File: config.mk
export PLATFORM = sky130hd
export DESIGN_NAME = typed_cooldown_timer_pool
export DESIGN_NICKNAME = d
export VERILOG_FILES = /design/src/rtl/core/tcp_pkg.sv /design/src/rtl/core/typed_cooldown_timer_pool.sv /design/src/rtl/core/tcp_cell.sv
export SDC_FILE = /design/constraint.sdc
export NUM_CORES = 1
export LEC_CHECK = 0
export ABC_CLOCK_PERIOD_IN_PS = 5630
export BUFFER_PORTS_ARGS = -buffer_cell sky130_fd_sc_hd__buf_2
export CORE_ASPECT_RATIO = 0.75
export CORE_UTILIZATION = 56
export CTS_CLUSTER_DIAMETER = 120
export CTS_CLUSTER_SIZE = 25
export DETAILED_ROUTE_END_ITERATION = 8
export PLACE_DENSITY = 0.75
export SLEW_MARGIN = 20
export SYNTH_ARGS = -nofsm -noshare
export SYNTH_HDL_FRONTEND = slang
export SYNTH_SLANG_ARGS = --single-unit
File: constraint.sdc
create_clock -name clk -period 5.63 [get_ports clk]
set_input_delay 1.126 -clock clk [delete_from_list [all_inputs] [get_ports clk]]
set_output_delay 1.126 -clock clk [all_outputs]
set_load 0.02 [all_outputs]
File: src/rtl/core/tcp_pkg.sv
// Types and constants for the typed cooldown timer pool.
// Shared by the slot cell and the top level; depends on nothing.
package tcp_pkg;

	localparam logic [7:0] TYPE_NONE = 8'd0;

	// request codes
	localparam logic [2:0] REQ_ADD    = 3'd0;
	localparam logic [2:0] REQ_CHECK  = 3'd1;
	localparam logic [2:0] REQ_LOOKUP = 3'd2;
	localparam logic [2:0] REQ_RESET  = 3'd3;
	localparam logic [2:0] REQ_TICK   = 3'd4;
	localparam logic [2:0] REQ_CLEAR  = 3'd5;

	typedef enum logic [1:0] {
		ST_IDLE,
		ST_SCAN,
		ST_WRITE,
		ST_DONE
	} state_t;

	// one slot record as it travels along the ring
	typedef struct packed {
		logic        used;
		logic [7:0]  ev;
		logic [15:0] dur;
		logic [15:0] elap;
		logic        complete;
		logic        recycle;
		logic        notify;
	} rec_t;

endpackage

File: src/rtl/core/typed_cooldown_timer_pool.sv
// Top level of the typed cooldown timer pool: request control, output
// register and a ring of tcp_cell slots. Depends on tcp_pkg and tcp_cell.
//
// channel | dir | fields
// s_*     | in  | tuser: req_type; tdata: event_type, duration, recycle, notify_on_end
// m_*     | out | tuser: expired; tdata: ok, slot, running; tlast: last
//
// One request at a time. The slot records rotate one cell per cycle through
// the ring unless a tick stalls, with the slot at the head cell handled each
// cycle, so a pass visits every slot once. Add makes two passes (scan, then
// write), every other request one pass; a tick stalls while an expiry word
// waits at a blocked output, and the closing word waits for the output
// register to empty.
// Reset clears all slots at once; no clearing pass.
module typed_cooldown_timer_pool #(
	parameter int SLOTS = 16
) (
	input  logic        clk,
	input  logic        arst_n,
	input  logic        s_tvalid,
	output logic        s_tready,
	input  logic [31:0] s_tdata,   // event_type[7:0], duration[23:8], recycle[24], notify_on_end[25]
	input  logic [2:0]  s_tuser,   // req_type[2:0]
	output logic        m_tvalid,
	input  logic        m_tready,
	output logic [7:0]  m_tdata,   // ok[0], slot[4:1], running[5]
	output logic        m_tuser,   // expired[0]
	output logic        m_tlast
);

	localparam int IW = (SLOTS > 2) ? $clog2(SLOTS) : 1;
	localparam logic [IW-1:0] LAST_IDX = IW'(SLOTS - 1);

	tcp_pkg::state_t state_q, state_d;

	logic [2:0]  req_q;
	logic [7:0]  ev_q;
	logic [15:0] dur_q;
	logic        rec_q;
	logic        ntf_q;

	logic [IW-1:0] idx_q;
	logic          found_q, fcomp_q, free_q;
	logic [IW-1:0] fidx_q, freeidx_q;

	tcp_pkg::rec_t ring [SLOTS];
	tcp_pkg::rec_t head, nr;

	logic emit, stall, advance, add_go, out_load;
	logic [3:0] slot4, fslot4, freeslot4;
	logic       o_ok, o_running, o_expired, o_last;
	logic [3:0] o_slot;
	logic       m_tvalid_q, m_tuser_q, m_tlast_q;
	logic [7:0] m_tdata_q;

	assign head = ring[0];
	assign s_tready = (state_q == tcp_pkg::ST_IDLE);

	assign slot4     = 4'(32'(idx_q));
	assign fslot4    = 4'(32'(fidx_q));
	assign freeslot4 = 4'(32'(freeidx_q));

	assign add_go = (ev_q != tcp_pkg::TYPE_NONE) && !(found_q && !fcomp_q) && free_q;

	// work on the record at the head cell
	always_comb begin
		nr = head;
		emit = 1'b0;
		if (state_q == tcp_pkg::ST_SCAN) begin
			case (req_q)
				tcp_pkg::REQ_RESET: begin
					if (head.used && head.ev == ev_q) begin
						nr.complete = 1'b0;
						nr.elap     = 16'd0;
					end
				end
				tcp_pkg::REQ_TICK: begin
					if (head.used && head.ev != tcp_pkg::TYPE_NONE) begin
						if (head.complete && !head.recycle) begin
							nr = '0;
						end else if (head.elap >= head.dur) begin
							nr.complete = 1'b1;
							nr.elap     = 16'd0;
							emit        = head.notify;
						end else if (!head.complete) begin
							nr.elap = head.elap + 16'd1;
						end
					end
				end
				tcp_pkg::REQ_CLEAR: nr = '0;
				default: ;
			endcase
		end else if (state_q == tcp_pkg::ST_WRITE) begin
			if (add_go && idx_q == freeidx_q) begin
				nr = '{used: 1'b1, ev: ev_q, dur: dur_q, elap: 16'd0,
					complete: 1'b0, recycle: rec_q, notify: ntf_q};
			end
		end
	end

	assign stall   = emit && m_tvalid_q && !m_tready;
	assign advance = ((state_q == tcp_pkg::ST_SCAN) || (state_q == tcp_pkg::ST_WRITE)) && !stall;

	// ring of slot cells, shifting toward the head
	for (genvar g = 0; g < SLOTS; g++) begin : g_cell
		tcp_pkg::rec_t cd;
		if (g == SLOTS - 1) begin : g_tail
			assign cd = nr;
		end else begin : g_mid
			assign cd = ring[g+1];
		end
		tcp_cell u_cell (
			.clk   (clk),
			.arst_n(arst_n),
			.shift (advance),
			.d     (cd),
			.q     (ring[g])
		);
	end

	// next state
	always_comb begin
		state_d = state_q;
		unique case (state_q)
			tcp_pkg::ST_IDLE: if (s_tvalid) state_d = tcp_pkg::ST_SCAN;
			tcp_pkg::ST_SCAN: begin
				if (advance && idx_q == LAST_IDX)
					state_d = (req_q == tcp_pkg::REQ_ADD) ? tcp_pkg::ST_WRITE
						: tcp_pkg::ST_DONE;
			end
			tcp_pkg::ST_WRITE: if (advance && idx_q == LAST_IDX) state_d = tcp_pkg::ST_DONE;
			tcp_pkg::ST_DONE: if (!m_tvalid_q || m_tready) state_d = tcp_pkg::ST_IDLE;
			default: state_d = tcp_pkg::ST_IDLE;
		endcase
	end

	// result word
	always_comb begin
		o_ok = 1'b0; o_slot = 4'd0; o_running = 1'b0; o_expired = 1'b0; o_last = 1'b0;
		out_load = 1'b0;
		unique case (state_q)
			tcp_pkg::ST_SCAN: begin
				if (emit && !stall) begin
					out_load  = 1'b1;
					o_slot    = slot4;
					o_expired = 1'b1;
				end
			end
			tcp_pkg::ST_DONE: begin
				out_load = !m_tvalid_q || m_tready;
				o_last   = 1'b1;
				case (req_q)
					tcp_pkg::REQ_ADD: begin
						o_ok   = add_go;
						o_slot = add_go ? freeslot4 : 4'd0;
					end
					tcp_pkg::REQ_CHECK: begin
						o_ok      = found_q;
						o_slot    = found_q ? fslot4 : 4'd0;
						o_running = found_q && !fcomp_q;
					end
					tcp_pkg::REQ_LOOKUP: begin
						o_ok   = found_q;
						o_slot = found_q ? fslot4 : 4'd0;
					end
					default: ;
				endcase
			end
			default: ;
		endcase
	end

	// control registers
	always_ff @(posedge clk or negedge arst_n) begin
		if (!arst_n) begin
			state_q    <= tcp_pkg::ST_IDLE;
			idx_q      <= '0;
			found_q    <= 1'b0;
			free_q     <= 1'b0;
			m_tvalid_q <= 1'b0;
		end else begin
			state_q <= state_d;
			if (s_tvalid && s_tready) begin
				idx_q   <= '0;
				found_q <= 1'b0;
				free_q  <= 1'b0;
			end else if (advance) begin
				idx_q <= (idx_q == LAST_IDX) ? '0 : idx_q + 1'b1;
				if (state_q == tcp_pkg::ST_SCAN) begin
					if (head.used && head.ev == ev_q && !found_q) found_q <= 1'b1;
					if (!head.used && !free_q) free_q <= 1'b1;
				end
			end
			if (out_load) m_tvalid_q <= 1'b1;
			else if (m_tready) m_tvalid_q <= 1'b0;
		end
	end

	// request and scan payload
	always_ff @(posedge clk) begin
		if (s_tvalid && s_tready) begin
			req_q <= s_tuser;
			ev_q  <= s_tdata[7:0];
			dur_q <= s_tdata[23:8];
			rec_q <= s_tdata[24];
			ntf_q <= s_tdata[25];
		end
		if (advance && state_q == tcp_pkg::ST_SCAN) begin
			if (head.used && head.ev == ev_q && !found_q) begin
				fidx_q  <= idx_q;
				fcomp_q <= head.complete;
			end
			if (!head.used && !free_q) freeidx_q <= idx_q;
		end
		if (out_load) begin
			m_tdata_q <= {2'b00, o_running, o_slot, o_ok};
			m_tuser_q <= o_expired;
			m_tlast_q <= o_last;
		end
	end

	assign m_tvalid = m_tvalid_q;
	assign m_tdata  = m_tdata_q;
	assign m_tuser  = m_tuser_q;
	assign m_tlast  = m_tlast_q;

`ifndef ASSERT_OFF
	a_idle_idx: assert property (@(posedge clk) disable iff (!arst_n)
		state_q == tcp_pkg::ST_IDLE |-> idx_q == '0)
		else $error("slot ring not aligned while idle");
	a_write_free: assert property (@(posedge clk) disable iff (!arst_n)
		(state_q == tcp_pkg::ST_WRITE && add_go && idx_q == freeidx_q) |-> !head.used)
		else $error("add overwrote a used slot");
	a_notice_not_last: assert property (@(posedge clk) disable iff (!arst_n)
		(m_tvalid && m_tuser) |-> !m_tlast)
		else $error("expiry notice marked last");
`endif

endmodule

File: src/rtl/core/tcp_cell.sv
// One slot cell of the timer pool ring: holds a slot record and takes its
// neighbor's record on every shift. Depends on tcp_pkg.
module tcp_cell (
	input  logic          clk,
	input  logic          arst_n,
	input  logic          shift,
	input  tcp_pkg::rec_t d,
	output tcp_pkg::rec_t q
);

	logic        used_q;
	logic [7:0]  ev_q;
	logic [15:0] dur_q;
	logic [15:0] elap_q;
	logic        complete_q;
	logic        recycle_q;
	logic        notify_q;

	// control fields clear on reset
	always_ff @(posedge clk or negedge arst_n) begin
		if (!arst_n) begin
			used_q     <= 1'b0;
			ev_q       <= tcp_pkg::TYPE_NONE;
			elap_q     <= 16'd0;
			complete_q <= 1'b0;
			recycle_q  <= 1'b0;
			notify_q   <= 1'b0;
		end else if (shift) begin
			used_q     <= d.used;
			ev_q       <= d.ev;
			elap_q     <= d.elap;
			complete_q <= d.complete;
			recycle_q  <= d.recycle;
			notify_q   <= d.notify;
		end
	end

	// duration is only read after an add wrote it
	always_ff @(posedge clk) begin
		if (shift) begin
			dur_q <= d.dur;
		end
	end

	assign q = '{used: used_q, ev: ev_q, dur: dur_q, elap: elap_q,
		complete: complete_q, recycle: recycle_q, notify: notify_q};

endmodule
==> results of run 1 <==
[power groups by stage]
stage          clock, mW  combinational, mW  sequential, mW
2_1_floorplan          0               3.87            9.12
3_3_place_gp           0               4.46            9.16
3_5_place_dp           0               4.59            9.25
4_1_cts             3.00               4.59            9.18
5_1_grt             3.18               5.12            9.37
6_report            2.91               4.52            9.17
[flip-flops by register name, summed over array words and instances, names as in the netlist, 6 cells and up]
signal,count
g_cell.u_cell.ev_q,128
m_tdata,6
dur_q,16
g_cell.u_cell.complete_q,16
ev_q,8
g_cell.u_cell.recycle_q,16
g_cell.u_cell.elap_q,256
g_cell.u_cell.dur_q,256
g_cell.u_cell.used_q,16
g_cell.u_cell.notify_q,16
[worst max-delay path by stage]
stage | end | cells after the start
final | g_cell[6].u_cell.elap_q[1] | 11
after global routing | g_cell[6].u_cell.elap_q[1] | 11
after CTS | g_cell[6].u_cell.elap_q[1] | 11
after detailed placement | g_cell[6].u_cell.elap_q[1] | 11
after global placement | g_cell[2].u_cell.elap_q[4] | 11
after floorplan | g_cell[0].u_cell.dur_q[0] | 9
[routing by layer]
| layer | up-vias | global-route usage (%) | part of all wire [%] |
|---|---|---|---|
| met2 | 290 | 27.38 | 43 |
| met3 | 47 | 3.434 | 5.1 |
| met5 | - | 0 | 0 |
| li1 | 8004 | - | - |
| met1 | 8069 | 30.82 | 50 |
| met4 | 0 | 4.307 | 1.4 |
[cells by family after synthesis]
family          synth area share, %
compound gates                2.678
mux                           1.038
xor+xnor                     0.4035
flops                         72.67
other cells                 0.01329
fa+ha+maj                    0.9756
simple gates                  19.47
buf+inv                       2.749
[worst reg2reg max path: cells and delay by family, from the launching register on]
kind	cells	cell delay, ps
DFF	1	490
adders and majority gates	1	350
and+or+nand+nor	4	670
buffers and inverters	3	1500
AOI/OAI and AO/OA	3	1140
[cells in the final DEF (no fill, tap or decap), types with 9 or more instances in the layout]
master | Yosys | final
o21ai_0 | 23 | 23
buf_2 | 74 | 41
nor3_1 | 13 | 12
a21oi_1 | 22 | 22
nand4_1 | 10 | 10
xnor2_1 | 9 | 9
nand2_1 | 1285 | 1285
edfxtp_1 | 302 | 302
o31ai_1 | 9 | 9
clkbuf_16 | 0 | 38
dfrtp_1 | 457 | 457
ha_1 | 22 | 22
buf_4 | 11 | 12
nand3_1 | 12 | 12
nor2_1 | 49 | 48
clkbuf_1 | 10 | 16
inv_1 | 28 | 28
mux2i_1 | 27 | 27
[metrics by stage]
stage | power [mW] | hold slack [ps]
final | 16.60 | 421.5
after global routing | 17.67 | 420.4
after CTS | 16.76 | 416.9
after detailed placement | 13.84 | 404.5
after global placement | 13.62 | 400.2
after floorplan | 12.99 | 400.3
[area by class of cell]
type | instances | area, µm² | share of cell area [%]
clock buffers | 54 | 1011 | 3.385
clock inverters | 2 | 32.53 | 0.1089
inverters | 30 | 120.1 | 0.4022
multi-input cells | 1590 | 6958 | 23.30
flip-flops and latches | 759 | 20500 | 68.65
well taps | 648 | 810.8 | 2.715
repair buffers | 60 | 430.4 | 1.441
==> metrics.txt, run 1 <==
status finished clean; Worst Hold Path EP g_cell[8].u_cell.dur_q[7]; Remaining DRCs 0; Post-synth EDFFs 302; Max Fanout on Critical Path around 150; gr ovfl total 0; cell taking the most area after synthesis dfrtp_1; fin area approximately 0.030 mm²; Worst Path Buf+Inv 3; FF-to-FF path depth 11; Post-synth top cells nand2_1, dfrtp_1, edfxtp_1; Max-slew headroom 25.27%; fin util 60.68%; Detailed Routing Iterations Pass 1 7; hold buffers post-CTS 0; Core Region 0.04922 mm²; Synth Register Bits 759; Pint 10.51 mW; synth-to-layout area growth 5.853%; Reg clk slew, reported paths 100 ps; Setup Viol. Count Final 0; Leak Pwr around 14 nW; first-pass GRT wire length just under 80 mm; Sw Share 36.68%; dpl cells 3087; Slowest cell on crit path a21bo_4; Post-synth top flop dfrtp_1; WHS Path Cells 0; total die area 0.05130 mm²; Final GP Congestion 0.8468; Power Dens Cells approximately 560 mW/mm²; most frequent cell on the critical path nand2_1; Mapped Area 0.02822 mm²; Setup crit end kind flop; clock buffer depth 3; Avg Vias per Cell about 5.2; Total GRT Usage between 10% and 20%; largest net degree at the start of global routing 212; Final Hold Fails 0; CTS sink cnt around 760; # IOs 51; Slew @ Worst Pin between 1000 and 1500 ps; FMAX 236.3 MHz; Routed Antenna Nets 0; Layout Cells excl Fill 3143; Setup crit start kind flop; number of fill cells 3869; clock power share approximately 18%; post-DP HPWL 28.36 mm; CP peak stage delay approximately 520 ps; Yosys cell types 62; total CTS buffers 36; setup bufs post-CTS 0; WP data arrival 4740 ps; CP Launch Point g_cell[0].u_cell.elap_q[1]; final worst path period share between 70% and 80%; CP required roughly 6100 ps; H-tree depth 2; RSZ-0062 raised after global routing false; combinational power share 27.2%; Area after DPL 0.02882 mm²; Clock Skew 28.28 ps; Routed WL per cell between 15 and 20 µm; Root Buffer clkbuf_16; post-synthesis sequential area ratio 72.67%; Net Sw Power a little over 6 mW; synthesized instance count 2491; total detailed-routing wirelength 47.53 mm; Starting Density 57.32%; row count 70; drt initial violations 1513; pre-CTS WS 1472 ps; die width 261.2 µm; R2R Path End g_cell[6].u_cell.elap_q[1]; Tightest Hold Check Type flop to flop; max-slew violations 0; Synth area leaders dfrtp_1, edfxtp_1, nand2_1; post-synth top area share approximately two fifths; IO Port Bufs 42; CTS tree built; initial antenna violation count 1; hold_sp g_cell[9].u_cell.dur_q[7]; Crit path max-delay family buffers and inverters; Avg Synthesized Cell Area 11.33 µm²; Sum Neg Setup Slack 0 ps; maximum VDD drop about 0.62 mV; reg-to-reg slack, setup 1400 ps; Setup CP Type flop to flop; share of power burned in registers 55.2%; Yosys Warn Count 0; ANT cells 0; Worst-Skew Late Latency between 500 and 600 ps; fin worst setup slack 1398 ps; CTS resizes 0; FF-to-FF Start g_cell[0].u_cell.elap_q[1]; die height 196.4 µm; share of cells above drive strength 1 4.689%; fin crit period between 4000 and 5000 ps; vias in the first global route roughly 15000; Async SR Flop Fraction between 60 and 70%; Nets around 2500; cells along the critical path ha_1 > nor2b_1 > o211a_1 > o311ai_0 > nand3_1 > a21bo_4 > inv_8 > buf_12 > buf_4 > nand2_1 > nand2_1; max-cap check violation count 0; most numerous cell in the Yosys netlist nand2_1; via count 16410
Power figures use the tool's default switching activity.
==> run 2, diff against run 1 <==
--- a/config.mk
+++ b/config.mk
@@ -5,14 +5,14 @@
 export SDC_FILE = /design/constraint.sdc
 export NUM_CORES = 1
 export LEC_CHECK = 0
-export ABC_CLOCK_PERIOD_IN_PS = 5630
+export ABC_CLOCK_PERIOD_IN_PS = 3900
 export BUFFER_PORTS_ARGS = -buffer_cell sky130_fd_sc_hd__buf_2
 export CORE_ASPECT_RATIO = 0.75
-export CORE_UTILIZATION = 56
+export CORE_UTILIZATION = 60
 export CTS_CLUSTER_DIAMETER = 120
 export CTS_CLUSTER_SIZE = 25
 export DETAILED_ROUTE_END_ITERATION = 8
-export PLACE_DENSITY = 0.75
+export PLACE_DENSITY = 0.77
 export SLEW_MARGIN = 20
 export SYNTH_ARGS = -nofsm -noshare
 export SYNTH_HDL_FRONTEND = slang
==> constraint.sdc (replaced) <==
create_clock -name clk -period 3.9 [get_ports clk]
set_input_delay 0.78 -clock clk [delete_from_list [all_inputs] [get_ports clk]]
set_output_delay 0.78 -clock clk [all_outputs]
set_load 0.02 [all_outputs]
==> run 2 against run 1 <==
  * Combinational power is 63% higher
  * Critical endpoint is now fidx_q[1]
  * Largest cell class unchanged
  * Critical path type unchanged
  * First-iteration DRC count is 10% higher
  * Total power increased by 49%
  * Critical path depth down 3
  * Clock-buffer cell count shrank 2
==> metrics.txt, run 2 (synthesis results as in run 1) <==
cells along the critical path ha_1 > nor2b_1 > o211a_1 > o311ai_0 > nand3_1 > a21oi_1 > nand2_1 > nor2_1; die width 252.4 µm (-3.4%); FMAX 295.2 MHz (+25%); Top Registers g_cell.u_cell.dur_q x256, g_cell.u_cell.elap_q x256, g_cell.u_cell.ev_q x128; CTS tree built; via count 16660 (+1.5%); Tightest Hold Check Type input port to async pin; CTS sink cnt 759 (unchanged); first-pass GRT wire length 81.13 mm (+2.4%); Worst Path Buf+Inv 0 (-3); drt initial violations 1665 (+10%); Power Dens Cells 817.9 mW/mm² (+47%); hold buffers post-CTS 0 (unchanged); share of cells above drive strength 1 5.635% (+0.95 points); vias in the first global route 15880 (+2.6%); # IOs 51 (unchanged); Root Buffer clkbuf_16; most frequent cells in the layout nand2_1, dfrtp_1, edfxtp_1; most common cell after layout, fill and taps aside nand2_1; CTS resizes 0 (unchanged); post-DP HPWL 29.69 mm (+4.7%); Total GRT Usage 20.83% (+1.6 points); gr ovfl total 0 (unchanged); Remaining DRCs 0 (unchanged); Starting Density 61.07% (+3.8 points); Routed WL per cell 15.25 µm (+0.84%); RSZ-0062 raised after global routing false; final worst path period share 86.85% (+12 points); die height 189.8 µm (-3.4%); Final Hold Fails 0 (unchanged); Crit path max-delay family compound AO/OA/AOI/OAI gates; Max-slew headroom 41.98% (+17 points); clock buffer depth 3 (unchanged); ANT cells 0 (unchanged); fin crit period 3387 ps (-845.0 ps); Nets 2563 (+0.99%); row count 68 (-2.9%); Reg clk slew, reported paths 100 ps (about the same); IO Port Bufs 42 (unchanged); Clock Skew 38.74 ps (+10.46 ps); Setup crit end kind flop; Core Region 0.04620 mm² (-6.1%); WP data arrival 3590 ps (-1150 ps); Avg Vias per Cell 5.287 (+1.3%); maximum VDD drop 0.6356 mV (+2.4%); Setup Viol. Count Final 0 (unchanged); worst hold slack 177.0 ps (-244.5 ps); initial antenna violation count 0 (-1); setup bufs post-CTS 0 (unchanged); Slowest cell on crit path a21oi_1; CP peak stage delay 490 ps (-30 ps); synth-to-layout area growth 7.029%; total detailed-routing wirelength 48.04 mm (+1.1%); total die area 0.04791 mm² (-6.6%); Setup crit start kind flop; Leak Pwr 14.47 nW (+1.3%); Final GP Congestion 0.8781 (+3.7%); max-cap check violation count 0 (unchanged); Routed Antenna Nets 0 (unchanged); CP required 4110 ps (-2030 ps); Worst-Skew Late Latency 590 ps (about the same); status finished clean; max-slew violations 0 (unchanged); Setup CP Type flop to flop; H-tree depth 2 (unchanged); total CTS buffers 36 (unchanged); Sum Neg Setup Slack 0 ps (unchanged); Slew @ Worst Pin 868.2 ps (-252.7 ps); Detailed Routing Iterations Pass 1 6 (-1); Max Fanout on Critical Path 6 (-96%); largest net degree at the start of global routing 125 (-41%)
run 2: cell count changes in the layout (fill, tap and decap cells not counted):
| cell | change |
|---|---|
| buf_12 | +15 |
| buf_4 | +10 |
| clkbuf_16 | -2 |
| inv_16 | +1 |
| inv_6 | +1 |
run 2: power breakdown:
| part | switching, mW | internal (mW) |
|---|---|---|
| sequential | 1.21 | 12.0 |
| combinational | 5.43 | 1.94 |
| clock | 2.36 | 1.76 |
run 2: per-layer routing:
layer  up-vias  global-route usage (%)  wire length [µm]
met5         -                       0                 0
met4         0                   3.916               656
met3        56                   3.147              2629
met2       383                   30.47             21110
met1      8163                   33.61             23650
li1       8053                       -                 -
run 2: layout make-up:
class	instances	area, µm²
flip-flops and latches	759	20500
fillers	3403	16000
multi-input cells	1590	6958
clock buffers	52	960.9
repair buffers	85	805.8
well taps	630	788.3
inverters	30	120.1
clock inverters	4	61.31
run 2: worst paths after layout:
check / slack [ps] / to / start / cells past startpoint
max: 510 / fidx_q[1] / g_cell[0].u_cell.elap_q[1] / 8
min: 180 / g_cell[7].u_cell.elap_q[3] / arst_n / 1
max in group asynchronous: 2690 / g_cell[6].u_cell.elap_q[11] / arst_n / 2
min in group clk: 370 / ev_q[2] / s_tdata[2] / 1
min reg2reg: 420 / g_cell[10].u_cell.dur_q[14] / g_cell[11].u_cell.dur_q[14] / 0
max reg2reg: 510 / fidx_q[1] / g_cell[0].u_cell.elap_q[1] / 8
run 2: per-stage QoR:
step	utilization, %	instances	worst slack [ps]	power [mW]	instance area, µm²
detailed placement	63.15	3094	548.2	20.73	29180
finish	65.37	3150	512.7	24.70	30200
global route	65.37	3150	291.0	26.24	30200
global placement	63.15	3094	704.8	20.35	29180
CTS	65.37	3150	520.7	24.91	30200
floorplan	-	2492	169.1	18.55	28230
